===== src/zpt_pkg.sv =====
// Shared types, constants and codes for the zigzag pivot tracker.
package zpt_pkg;

  localparam int PRICE_BITS_DEF    = 32;
  localparam int GAP_FRAC_BITS_DEF = 16;

  localparam int FIELD_W    = 32;
  localparam int GAP_W      = 16;
  localparam int IN_DATA_W  = 3 * FIELD_W;
  localparam int OUT_DATA_W = 2 * FIELD_W;
  localparam int CFG_ADDR_W = 3;
  localparam int CFG_DATA_W = 32;
  localparam int REG_IDX_W  = CFG_ADDR_W - 2;

  localparam logic [GAP_W-1:0]     GAP_RESET        = 16'd3277;
  localparam logic [REG_IDX_W-1:0] REG_GAP_FRACTION = 1'b0;

  localparam int FQ_DEPTH = 2;
  localparam int OQ_DEPTH = 4;

  typedef enum logic [0:0] {
    REQ_CANDLE = 1'b0,
    REQ_CLEAR  = 1'b1
  } req_t;

  typedef enum logic [0:0] {
    ACT_REPLACE = 1'b0,
    ACT_APPEND  = 1'b1
  } action_t;

  typedef enum logic [1:0] {
    TREND_NONE = 2'd0,
    TREND_UP   = 2'd1,
    TREND_DOWN = 2'd2
  } trend_t;

  typedef enum logic [0:0] {
    PH_EVAL   = 1'b0,
    PH_COMMIT = 1'b1
  } phase_t;

  typedef struct packed {
    req_t               req;
    logic [FIELD_W-1:0] idx;
    logic [FIELD_W-1:0] hi;
    logic [FIELD_W-1:0] lo;
  } cand_t;

  typedef struct packed {
    action_t            action;
    logic [FIELD_W-1:0] idx;
    logic [FIELD_W-1:0] price;
    logic               peak;
    logic               last;
  } pivot_t;

  typedef struct packed {
    logic   push0;
    logic   push1;
    pivot_t res0;
    pivot_t res1;
  } push_t;

endpackage


===== src/zpt_front.sv =====
// Front end: decode incoming items and hold them in a short queue.
module zpt_front (
  input  logic                         clk,
  input  logic                         rst_n,
  input  logic                         in_tvalid,
  output logic                         in_tready,
  input  logic                         in_tuser,  // req_type
  input  logic [zpt_pkg::IN_DATA_W-1:0] in_tdata, // candle_index, high_price, low_price
  output logic                         head_valid,
  output zpt_pkg::cand_t               head,
  input  logic                         pop
);

  localparam int AW = $clog2(zpt_pkg::FQ_DEPTH);

  zpt_pkg::cand_t mem_r [zpt_pkg::FQ_DEPTH];
  logic [AW-1:0]  wp_r, wp_nxt, rp_r, rp_nxt;
  logic [AW:0]    cnt_r, cnt_nxt;
  zpt_pkg::cand_t incoming;
  logic           push, take;

  // Classify: split the packed beat into request kind and candle fields
  always_comb begin
    incoming.req = zpt_pkg::req_t'(in_tuser);
    incoming.idx = in_tdata[zpt_pkg::FIELD_W-1:0];
    incoming.hi  = in_tdata[2*zpt_pkg::FIELD_W-1:zpt_pkg::FIELD_W];
    incoming.lo  = in_tdata[3*zpt_pkg::FIELD_W-1:2*zpt_pkg::FIELD_W];
  end

  assign in_tready  = (cnt_r != (AW+1)'(zpt_pkg::FQ_DEPTH));
  assign head_valid = (cnt_r != '0);
  assign head       = mem_r[rp_r];
  assign push       = in_tvalid && in_tready;
  assign take       = pop && head_valid;

  always_comb begin
    wp_nxt  = push ? wp_r + AW'(1) : wp_r;
    rp_nxt  = take ? rp_r + AW'(1) : rp_r;
    cnt_nxt = cnt_r;
    if (push && !take) begin
      cnt_nxt = cnt_r + (AW+1)'(1);
    end else if (take && !push) begin
      cnt_nxt = cnt_r - (AW+1)'(1);
    end
  end

  always_ff @(posedge clk) begin
    if (!rst_n) begin
      wp_r  <= '0;
      rp_r  <= '0;
      cnt_r <= '0;
    end else begin
      wp_r  <= wp_nxt;
      rp_r  <= rp_nxt;
      cnt_r <= cnt_nxt;
    end
  end

  always_ff @(posedge clk) begin
    if (push) begin
      mem_r[wp_r] <= incoming;
    end
  end

endmodule


===== src/zpt_exec.sv =====
// Back end: pivot tracking state, reversal test and result generation.
module zpt_exec #(
  parameter int PRICE_BITS    = zpt_pkg::PRICE_BITS_DEF,
  parameter int GAP_FRAC_BITS = zpt_pkg::GAP_FRAC_BITS_DEF
) (
  input  logic                     clk,
  input  logic                     rst_n,
  input  logic                     head_valid,
  input  zpt_pkg::cand_t           head,
  output logic                     pop,
  input  logic [zpt_pkg::GAP_W-1:0] gap,
  input  logic                     out_room,
  output zpt_pkg::push_t           push
);

  localparam int PW     = (PRICE_BITS < zpt_pkg::FIELD_W) ? PRICE_BITS : zpt_pkg::FIELD_W;
  localparam int PROD_W = zpt_pkg::GAP_W + PW;
  localparam int CMP_W  = PW + ((GAP_FRAC_BITS > zpt_pkg::GAP_W) ? GAP_FRAC_BITS
                                                                  : zpt_pkg::GAP_W);
  localparam int IW     = zpt_pkg::FIELD_W;

  typedef enum logic [3:0] {
    OP_NOP, OP_CLEAR, OP_INIT, OP_REPL_HI, OP_REPL_LO,
    OP_REV_DOWN, OP_REV_UP, OP_FIRST_HI, OP_FIRST_LO
  } op_t;

  // Tracking state
  zpt_pkg::trend_t trend_r, trend_nxt;
  logic            first_seen_r, first_seen_nxt;
  logic [PW-1:0]   fh_price_r, fh_price_nxt, fl_price_r, fl_price_nxt;
  logic [PW-1:0]   lp_price_r, lp_price_nxt;
  logic [IW-1:0]   fh_idx_r, fh_idx_nxt, fl_idx_r, fl_idx_nxt;
  zpt_pkg::phase_t phase_r, phase_nxt;

  // Evaluation stage registers
  op_t               op_r;
  logic [IW-1:0]     idx_r;
  logic [PW-1:0]     hi_r, lo_r, diff_r;
  logic              ok_r;
  logic [PROD_W-1:0] prod_r;

  op_t               op_c;
  logic [PW-1:0]     hi_c, lo_c, top_c, sub_c, base_c, diff_c;
  logic              ok_c, pass_c, commit;
  logic [PROD_W-1:0] prod_c;

  // Sequencer: evaluate one item, then commit it
  always_comb begin
    phase_nxt = phase_r;
    unique case (phase_r)
      zpt_pkg::PH_EVAL:   if (head_valid) phase_nxt = zpt_pkg::PH_COMMIT;
      zpt_pkg::PH_COMMIT: if (out_room)   phase_nxt = zpt_pkg::PH_EVAL;
      default:            phase_nxt = zpt_pkg::PH_EVAL;
    endcase
  end

  always_comb begin
    pop    = 1'b0;
    commit = 1'b0;
    unique case (phase_r)
      zpt_pkg::PH_EVAL:   pop    = head_valid;
      zpt_pkg::PH_COMMIT: commit = out_room;
      default: ;
    endcase
  end

  // Pick the rule and the operands of the reversal test
  always_comb begin
    hi_c   = head.hi[PW-1:0];
    lo_c   = head.lo[PW-1:0];
    top_c  = '0;
    sub_c  = '0;
    base_c = '0;
    op_c   = OP_NOP;
    if (head.req == zpt_pkg::REQ_CLEAR) begin
      op_c = OP_CLEAR;
    end else begin
      case (trend_r)
        zpt_pkg::TREND_UP: begin
          if (hi_c > lp_price_r) begin
            op_c = OP_REPL_HI;
          end else begin
            op_c   = OP_REV_DOWN;
            top_c  = lp_price_r;
            sub_c  = lo_c;
            base_c = lp_price_r;
          end
        end
        zpt_pkg::TREND_DOWN: begin
          if (lo_c < lp_price_r) begin
            op_c = OP_REPL_LO;
          end else begin
            op_c   = OP_REV_UP;
            top_c  = hi_c;
            sub_c  = lp_price_r;
            base_c = hi_c;
          end
        end
        default: begin
          if (!first_seen_r) begin
            op_c = OP_INIT;
          end else if (hi_c > fh_price_r) begin
            op_c   = OP_FIRST_HI;
            top_c  = hi_c;
            sub_c  = fl_price_r;
            base_c = hi_c;
          end else if (lo_c < fl_price_r) begin
            op_c   = OP_FIRST_LO;
            top_c  = fh_price_r;
            sub_c  = lo_c;
            base_c = fh_price_r;
          end
        end
      endcase
    end
    diff_c = top_c - sub_c;
    ok_c   = (top_c >= sub_c) && (base_c != '0);
    prod_c = PROD_W'(gap) * PROD_W'(base_c);
  end

  // Finish the cross-multiplied test: diff * 2^frac >= gap * base
  assign pass_c = ok_r && ((CMP_W'(diff_r) << GAP_FRAC_BITS) >= CMP_W'(prod_r));

  always_comb begin
    trend_nxt      = trend_r;
    first_seen_nxt = first_seen_r;
    fh_price_nxt   = fh_price_r;
    fh_idx_nxt     = fh_idx_r;
    fl_price_nxt   = fl_price_r;
    fl_idx_nxt     = fl_idx_r;
    lp_price_nxt   = lp_price_r;
    push           = '0;
    if (commit) begin
      case (op_r)
        OP_CLEAR: begin
          trend_nxt      = zpt_pkg::TREND_NONE;
          first_seen_nxt = 1'b0;
          fh_price_nxt   = '0;
          fh_idx_nxt     = '0;
          fl_price_nxt   = '0;
          fl_idx_nxt     = '0;
          lp_price_nxt   = '0;
        end
        OP_INIT: begin
          first_seen_nxt = 1'b1;
          fh_price_nxt   = hi_r;
          fh_idx_nxt     = idx_r;
          fl_price_nxt   = lo_r;
          fl_idx_nxt     = idx_r;
        end
        OP_REPL_HI: begin
          lp_price_nxt = hi_r;
          push.push0   = 1'b1;
          push.res0    = '{zpt_pkg::ACT_REPLACE, idx_r, IW'(hi_r), 1'b1, 1'b1};
        end
        OP_REPL_LO: begin
          lp_price_nxt = lo_r;
          push.push0   = 1'b1;
          push.res0    = '{zpt_pkg::ACT_REPLACE, idx_r, IW'(lo_r), 1'b0, 1'b1};
        end
        OP_REV_DOWN: begin
          if (pass_c) begin
            lp_price_nxt = lo_r;
            trend_nxt    = zpt_pkg::TREND_DOWN;
            push.push0   = 1'b1;
            push.res0    = '{zpt_pkg::ACT_APPEND, idx_r, IW'(lo_r), 1'b0, 1'b1};
          end
        end
        OP_REV_UP: begin
          if (pass_c) begin
            lp_price_nxt = hi_r;
            trend_nxt    = zpt_pkg::TREND_UP;
            push.push0   = 1'b1;
            push.res0    = '{zpt_pkg::ACT_APPEND, idx_r, IW'(hi_r), 1'b1, 1'b1};
          end
        end
        OP_FIRST_HI: begin
          fh_price_nxt = hi_r;
          fh_idx_nxt   = idx_r;
          if (pass_c) begin
            trend_nxt    = zpt_pkg::TREND_UP;
            lp_price_nxt = hi_r;
            push.push0   = 1'b1;
            push.push1   = 1'b1;
            push.res0    = '{zpt_pkg::ACT_APPEND, fl_idx_r, IW'(fl_price_r), 1'b0, 1'b0};
            push.res1    = '{zpt_pkg::ACT_APPEND, idx_r, IW'(hi_r), 1'b1, 1'b1};
          end
        end
        OP_FIRST_LO: begin
          fl_price_nxt = lo_r;
          fl_idx_nxt   = idx_r;
          if (pass_c) begin
            trend_nxt    = zpt_pkg::TREND_DOWN;
            lp_price_nxt = lo_r;
            push.push0   = 1'b1;
            push.push1   = 1'b1;
            push.res0    = '{zpt_pkg::ACT_APPEND, fh_idx_r, IW'(fh_price_r), 1'b1, 1'b0};
            push.res1    = '{zpt_pkg::ACT_APPEND, idx_r, IW'(lo_r), 1'b0, 1'b1};
          end
        end
        default: ;
      endcase
    end
  end

  always_ff @(posedge clk) begin
    if (!rst_n) begin
      phase_r      <= zpt_pkg::PH_EVAL;
      trend_r      <= zpt_pkg::TREND_NONE;
      first_seen_r <= 1'b0;
      fh_price_r   <= '0;
      fh_idx_r     <= '0;
      fl_price_r   <= '0;
      fl_idx_r     <= '0;
      lp_price_r   <= '0;
    end else begin
      phase_r      <= phase_nxt;
      trend_r      <= trend_nxt;
      first_seen_r <= first_seen_nxt;
      fh_price_r   <= fh_price_nxt;
      fh_idx_r     <= fh_idx_nxt;
      fl_price_r   <= fl_price_nxt;
      fl_idx_r     <= fl_idx_nxt;
      lp_price_r   <= lp_price_nxt;
    end
  end

  always_ff @(posedge clk) begin
    if (pop) begin
      op_r   <= op_c;
      idx_r  <= head.idx;
      hi_r   <= hi_c;
      lo_r   <= lo_c;
      diff_r <= diff_c;
      ok_r   <= ok_c;
      prod_r <= prod_c;
    end
  end

endmodule


===== src/zpt_out.sv =====
// Result queue: takes up to two pivots per cycle, drives the output stream.
module zpt_out (
  input  logic                          clk,
  input  logic                          rst_n,
  input  zpt_pkg::push_t                push,
  output logic                          out_room,
  output logic                          out_tvalid,
  input  logic                          out_tready,
  output logic [zpt_pkg::OUT_DATA_W-1:0] out_tdata, // pivot_index, pivot_price
  output logic [1:0]                    out_tuser, // action, is_peak
  output logic                          out_tlast  // last_of_run
);

  localparam int AW = $clog2(zpt_pkg::OQ_DEPTH);

  zpt_pkg::pivot_t mem_r [zpt_pkg::OQ_DEPTH];
  logic [AW-1:0]   wp_r, wp_nxt, rp_r, rp_nxt;
  logic [AW:0]     cnt_r, cnt_nxt, n_in;
  zpt_pkg::pivot_t head;
  logic            take;

  assign head       = mem_r[rp_r];
  assign out_tvalid = (cnt_r != '0);
  assign out_tdata  = {head.price, head.idx};
  assign out_tuser  = {head.peak, head.action};
  assign out_tlast  = head.last;
  assign take       = out_tvalid && out_tready;
  // Room for a full pair keeps the back end from splitting a run
  assign out_room   = (cnt_r <= (AW+1)'(zpt_pkg::OQ_DEPTH - 2));

  always_comb begin
    n_in    = (AW+1)'(push.push0) + (AW+1)'(push.push1);
    wp_nxt  = wp_r + n_in[AW-1:0];
    rp_nxt  = take ? rp_r + AW'(1) : rp_r;
    cnt_nxt = cnt_r + n_in - (AW+1)'(take);
  end

  always_ff @(posedge clk) begin
    if (!rst_n) begin
      wp_r  <= '0;
      rp_r  <= '0;
      cnt_r <= '0;
    end else begin
      wp_r  <= wp_nxt;
      rp_r  <= rp_nxt;
      cnt_r <= cnt_nxt;
    end
  end

  always_ff @(posedge clk) begin
    if (push.push0) begin
      mem_r[wp_r] <= push.res0;
    end
    if (push.push1) begin
      mem_r[wp_r + AW'(1)] <= push.res1;
    end
  end

endmodule


===== src/zigzag_pivot_tracker.sv =====
// Top level of the zigzag pivot tracker: config register, front, back, result queue.
//
// Usage:
//   in_*  : candle stream. tuser is req_type (clear request when high); tdata carries
//           candle_index, high_price, low_price from bit 0 up. A clear item returns
//           tracking to its reset state and yields no result; the gap setting is kept.
//   out_* : pivot stream. tdata carries pivot_index, pivot_price; tuser carries action
//           (replace or append) and is_peak; tlast marks the final pivot of an item.
//   cfg_* : APB-style port, one register: gap_fraction (Q0.16) at byte address 0.
//           Write only while the block is idle.
// Sequencing: the back end takes one item at a time; it evaluates an item (rule
//   select, difference, 16 x price multiply) in its evaluate phase and, once the result
//   queue has room, commits the reversal compare and state update in its commit phase.
// Path: an accepted item passes the input queue and the evaluate registers, and its
//   pivots are written to the result queue before out_tvalid rises.
// Stalls: a two-entry input queue and a four-entry result queue decouple the sides;
//   in_tready stays high while the input queue has space even if out_tready is low.
//   The back end commits only when the result queue has room for two pivots.
// Reset: rst_n (synchronous, active low) empties both queues, clears tracking state
//   and loads gap_fraction with its default.
module zigzag_pivot_tracker #(
  parameter int PRICE_BITS    = zpt_pkg::PRICE_BITS_DEF,
  parameter int GAP_FRAC_BITS = zpt_pkg::GAP_FRAC_BITS_DEF
) (
  input  logic                           clk,
  input  logic                           rst_n,
  // candle input
  input  logic                           in_tvalid,
  output logic                           in_tready,
  input  logic [zpt_pkg::IN_DATA_W-1:0]  in_tdata,  // candle_index, high_price, low_price
  input  logic                           in_tuser,  // req_type
  // pivot output
  output logic                           out_tvalid,
  input  logic                           out_tready,
  output logic [zpt_pkg::OUT_DATA_W-1:0] out_tdata, // pivot_index, pivot_price
  output logic [1:0]                     out_tuser, // action, is_peak
  output logic                           out_tlast, // last_of_run
  // configuration
  input  logic                           cfg_psel,
  input  logic                           cfg_penable,
  input  logic                           cfg_pwrite,
  input  logic [zpt_pkg::CFG_ADDR_W-1:0] cfg_paddr,
  input  logic [zpt_pkg::CFG_DATA_W-1:0] cfg_pwdata,
  output logic [zpt_pkg::CFG_DATA_W-1:0] cfg_prdata,
  output logic                           cfg_pready
);

  logic [zpt_pkg::GAP_W-1:0]     gap_r, gap_nxt;
  logic [zpt_pkg::REG_IDX_W-1:0] reg_idx;
  logic                          cfg_wr;

  logic           head_valid, pop, out_room;
  zpt_pkg::cand_t head;
  zpt_pkg::push_t push;

  // Register index is the word address; byte offset bits are ignored
  assign reg_idx    = cfg_paddr[zpt_pkg::CFG_ADDR_W-1:2];
  assign cfg_pready = 1'b1;
  assign cfg_wr     = cfg_psel && cfg_penable && cfg_pwrite && cfg_pready;

  always_comb begin
    gap_nxt    = gap_r;
    cfg_prdata = '0;
    if (reg_idx == zpt_pkg::REG_GAP_FRACTION) begin
      cfg_prdata = zpt_pkg::CFG_DATA_W'(gap_r);
      if (cfg_wr) begin
        gap_nxt = cfg_pwdata[zpt_pkg::GAP_W-1:0];
      end
    end
  end

  always_ff @(posedge clk) begin
    if (!rst_n) begin
      gap_r <= zpt_pkg::GAP_RESET;
    end else begin
      gap_r <= gap_nxt;
    end
  end

  // Accept and classify candles
  zpt_front u_front (
    .clk        (clk),
    .rst_n      (rst_n),
    .in_tvalid  (in_tvalid),
    .in_tready  (in_tready),
    .in_tuser   (in_tuser),
    .in_tdata   (in_tdata),
    .head_valid (head_valid),
    .head       (head),
    .pop        (pop)
  );

  // Track pivots
  zpt_exec #(
    .PRICE_BITS    (PRICE_BITS),
    .GAP_FRAC_BITS (GAP_FRAC_BITS)
  ) u_exec (
    .clk        (clk),
    .rst_n      (rst_n),
    .head_valid (head_valid),
    .head       (head),
    .pop        (pop),
    .gap        (gap_r),
    .out_room   (out_room),
    .push       (push)
  );

  // Hold results until the receiver takes them
  zpt_out u_out (
    .clk        (clk),
    .rst_n      (rst_n),
    .push       (push),
    .out_room   (out_room),
    .out_tvalid (out_tvalid),
    .out_tready (out_tready),
    .out_tdata  (out_tdata),
    .out_tuser  (out_tuser),
    .out_tlast  (out_tlast)
  );

`ifndef ASSERT_OFF
  // A replace never opens a pair of pivots
  a_replace_single : assert property (@(posedge clk) disable iff (!rst_n)
    (out_tvalid && (out_tuser[0] == zpt_pkg::ACT_REPLACE)) |-> out_tlast)
    else $error("replace result not marked last");

  // The second pivot of a pair is already queued and has the opposite kind
  a_pair_follows : assert property (@(posedge clk) disable iff (!rst_n)
    (out_tvalid && out_tready && !out_tlast) |=>
      (out_tvalid && (out_tuser[1] != $past(out_tuser[1]))))
    else $error("pivot pair broken");

  // A register write to the gap_fraction index lands in the gap register
  a_gap_write : assert property (@(posedge clk) disable iff (!rst_n)
    (cfg_wr && (reg_idx == zpt_pkg::REG_GAP_FRACTION)) |=>
      (gap_r == $past(cfg_pwdata[zpt_pkg::GAP_W-1:0])))
    else $error("gap register write lost");
`endif

endmodule


===== config.mk =====
export PLATFORM = sky130hd
export DESIGN_NAME = zigzag_pivot_tracker
export DESIGN_NICKNAME = d
export VERILOG_FILES = /design/src/zpt_pkg.sv /design/src/zpt_front.sv /design/src/zpt_exec.sv /design/src/zpt_out.sv /design/src/zigzag_pivot_tracker.sv
export SDC_FILE = /design/constraint.sdc
export NUM_CORES = 2
export LEC_CHECK = 0
export BUFFER_PORTS_ARGS = -buffer_cell sky130_fd_sc_hd__buf_2
export CAP_MARGIN = 20
export CELL_PAD_IN_SITES_DETAIL_PLACEMENT = 1
export CELL_PAD_IN_SITES_GLOBAL_PLACEMENT = 1
export CORE_ASPECT_RATIO = 0.9
export CORE_MARGIN = 8
export CORE_UTILIZATION = 51
export CTS_CLUSTER_DIAMETER = 150
export DETAILED_ROUTE_END_ITERATION = 16
export PLACE_DENSITY = 0.88
export SLEW_MARGIN = 30
export SYNTH_ARGS = -nofsm -noshare
export SYNTH_HDL_FRONTEND = slang
export SYNTH_SLANG_ARGS = --single-unit

===== constraint.sdc =====
create_clock -name clk -period 12.7 [get_ports clk]
set_input_delay 2.54 -clock clk [delete_from_list [all_inputs] [get_ports clk]]
set_output_delay 2.54 -clock clk [all_outputs]
set_load 0.02 [all_outputs]

==> reports/summary.log <==
qor: outcome.status finished, final reports clean
qor: cells_and_area.top_regs u_out.mem_r (268), u_front.mem_r (194), u_exec.prod_r (48)
qor: cells_and_area.layout.cell_area.non_filler 63280 um^2
qor: power.power_frac_seq 0.409
qor: timing.final.period_utilization 0.9729
qor: clocking.cts_post_setup_buffers_inserted 0
qor: power.cellInternalPower 6.298 mW
qor: yosys.ys.warnings.count 0
qor: yosys.synthXorXnorAreaFrac 0.01301
qor: yosys.synthDominantAreaCellType edfxtp_1
qor: timing.final_max_slew_viol_count 0
qor: clocking.tritoncts_clock_tree built
qor: timing.finalHoldViolations 0
qor: placed_design.portBuffers 205
qor: power.total_switching_power 3.891 mW
qor: yosys.syn_area_per_cell 10.82 um^2
qor: worst_setup_path.timing.critical_path.from_type register
qor: power.p_per_area 161.0 nW/um^2
qor: timing.finalSetupViolCount 0
qor: global_route.grt_antenna_before_repair 15
qor: worst_setup_path.critPathMaxStageDelay 0.98 ns
qor: placed_design.place.detailed.hpwl 137700 um
qor: die.die_x 369.1 um
qor: detailed_routing.finalWirelength 206400 um
qor: clocking.clock_tree.buffer_depth 3
qor: power.static-leakage-power 25.52 nW
qor: die.placementRows 116
qor: timing.final.setup_skew 0.05803 ns
qor: power.clock_power_share 0.280
qor: die.pin_count 241
qor: cells_and_area.fillerInstances 11730
qor: clocking.numClockSinks 837
qor: yosys.yosys_register_bits 837
qor: yosys.synth-edff-count 643
qor: detailed_routing.first_pass_iters 10
qor: timing.worstMarginPinSlew 1.091 ns
qor: detailed_routing.detail_route.iter0.violations 6113
qor: yosys.synthesis.instances 5287
qor: detailed_routing.routed_wire_length_per_instance 29.71 um
qor: power.switching_share 0.3819
qor: detailed_routing.vias_per_cell 6.614
qor: cells_and_area.drive_above_1_share 0.1180
qor: worst_setup_path.r2r_slack 0.34 ns
qor: worst_setup_path.timing.critical_path.required 13.13 ns
qor: global_route.grt.overflow.total 0
qor: worst_setup_path.timing_worst_setup_path_type reg -> reg
qor: yosys.portion_of_synthesized_cell_area_occupied_by_the_leading_cell_type 0.3374
qor: clocking.numCtsBuffers 87
qor: global_route.pin_count_of_the_biggest_net_entering_global_routing 116
qor: timing.finalCriticalPeriod 12.36 ns
qor: global_route.first_global_vias 50020
qor: placed_design.dpl.cell_count 6775
qor: yosys.synth_simple_gate_area_share 0.1115
qor: yosys.synth_top_family_by_area adder cells
qor: placed_design.placement.cell_area 60050 um^2
qor: yosys.syn-cell-area 57230 um^2
qor: worst_setup_path.critical_path.most_common_cell fa_1
qor: cells_and_area.largest_register_ffs 268
qor: worst_setup_path.critPathSlowestCell a221o_1
qor: timing.tns 0 ns
qor: timing.fmaxAchievable 80.94 MHz
qor: worst_setup_path.crit_path_end_kind register
qor: yosys.ys_top_cells_by_area edfxtp_1 34%, fa_1 15%, ha_1 7.0%, dfxtp_1 6.8%, inv_1 4.2%
qor: power.combPwrFrac 0.312
qor: yosys.synthAdderAreaFrac 0.2164
qor: placed_design.place.gp.congestion 0.9339
qor: die.total_die_area 123200 um^2
qor: clocking.cts_htree_levels 3
qor: yosys.ys_types 77
qor: detailed_routing.detailroute.via_count 45950
qor: clocking.cts-hold-fix-buffers 0
qor: worst_setup_path.arrival 12.79 ns
qor: detailed_routing.drcViolationCount 0
qor: clocking.clockRootBuffer clkbuf_16
qor: clocking.clk_latency 0.74 ns
qor: yosys.synth_ff_type edfxtp_1
qor: cells_and_area.largest_register u_out.mem_r
qor: timing.max_slew_margin 0.2652
qor: worst_setup_path.worst-path-max-fanout 30
qor: hold_path.min_path_type reg -> reg
qor: die.die_height 333.8 um
qor: die.coreArea 111300 um^2
qor: yosys.synth.area.mux_share 0.04489
qor: cells_and_area.instances_no_fill 6947
qor: clocking.clk_pin_slew 0.07 ns
qor: yosys.synth-async-reset-ratio 0
qor: flow_run.maxCapViolCount 0
qor: timing.grt_setup_unrepaired false
qor: clocking.post_cts_resize_count 0
qor: global_route.wire_length_of_the_first_global_routing_pass 310900 um
qor: cells_and_area.nNetsFinal 6269
qor: cells_and_area.syn_to_final_growth 10.58%
qor: yosys.seq_area_frac_synth 0.4053
qor: yosys.synth-compound-area-share 0.1435
qor: power.ir_worst_vdd 0.1240 mV
qor: global_route.grtUsageTotal 0.3285
qor: die.initial_core_util 0.5141
qor: detailed_routing.ant_nets 0
[power by group through the flow]
stage | Combinational (mW) | Sequential, mW | Clock, mW
after floorplan | 1.99 | 3.93 | 0
after global placement | 2.82 | 4.08 | 0
after detailed placement | 3.01 | 4.14 | 0
after CTS | 3.09 | 4.11 | 2.85
after global routing | 3.37 | 4.18 | 2.94
final | 3.18 | 4.16 | 2.85
[per-stage QoR]
step	worst slack, ns	util	hold WS, ns	total power, mW
6_report	0.3445	0.5685	0.4787	10.19
5_1_grt	0.06977	0.5683	0.5201	10.48
4_1_cts	0.4993	0.5677	0.4838	10.05
3_5_place_dp	0.6965	0.5394	0.4716	7.149
3_3_place_gp	1.038	0.5387	0.4576	6.895
2_1_floorplan	1.854	-	0.4578	5.928
[per-layer routing]
layer	global-route usage	vias up	wire length (um)
li1	-	18650	-
met3	0.08873	790	24610
met1	0.4118	23300	75390
met4	0.1674	16	11440
met5	0	-	109
met2	0.5243	3191	94810
[critical path: cells and delay by family, from the launching register on]
kind | cells | cell delay [ns]
AOI/OAI and AO/OA | 16 | 4.76
xor gates and xnor gates | 1 | 0.16
adders and majority gates | 8 | 3.77
buffers and inverters | 7 | 1.05
DFF | 1 | 0.64
muxes | 1 | 0.36
and+or+nand+nor | 4 | 1.25
[final timing paths]
kind / depth (start not counted) / to / start
worst min-delay path: 2 / gap_r[14] / gap_r[14]
worst max-delay path: 37 / u_exec.prod_r[46] / register
worst max register to register: 37 / u_exec.prod_r[46] / register
worst min register to register: 2 / gap_r[14] / gap_r[14]
[synth_stat cells, drive strengths merged (15+ instances only)]
cell type / count
a21boi: 15
a21o: 74
a21oi: 304
a221o: 21
a221oi: 19
a222oi: 32
a22o: 209
a22oi: 218
a31oi: 19
and2: 231
buf: 70
clkbuf: 250
dfxtp: 194
edfxtp: 643
fa: 420
ha: 318
inv: 647
mux2: 63
mux2i: 35
mux4: 67
nand2: 514
nand3: 44
nand4: 34
nor2: 238
nor2b: 174
nor3: 19
nor4: 15
o211a: 33
o21ai: 138
o21bai: 16
xnor2: 58
xor2: 27
[cells by family (layout without fill, tap and decap cells)]
logic type	Yosys count	after routing
compound gates	1168	1168
xor+xnor	85	85
fa+ha+maj	738	738
buf+inv	968	1132
flops	837	837
mux	165	165
other cells	2	23
simple gates	1324	1324
[cell type report]
cell class	instances	area, um^2	share of cell area
Antenna cell	6	15.01	0.0002373
Clock buffer	120	2462	0.03891
Clock inverter	43	691.9	0.01093
Inverter	648	2437	0.03851
Multi-Input combinational cell	3497	30590	0.4834
Sequential cell	837	23210	0.3667
Tap cell	1475	1846	0.02916
Timing Repair Buffer	321	2037	0.03219
[layout by cell type, fill, tap and decap left out, types with 104 or more instances in the layout]
master | Yosys | routed
inv_1 | 647 | 646
buf_4 | 19 | 104
o21ai_0 | 130 | 127
a21oi_1 | 303 | 302
nand2_1 | 514 | 509
ha_1 | 318 | 318
nor2_1 | 238 | 233
edfxtp_1 | 643 | 643
nor2b_1 | 174 | 174
a22oi_1 | 218 | 218
and2_1 | 231 | 230
fa_1 | 420 | 420
dfxtp_1 | 194 | 187
a22o_1 | 209 | 207
buf_2 | 16 | 204
(Power assumes the default switching activity.)
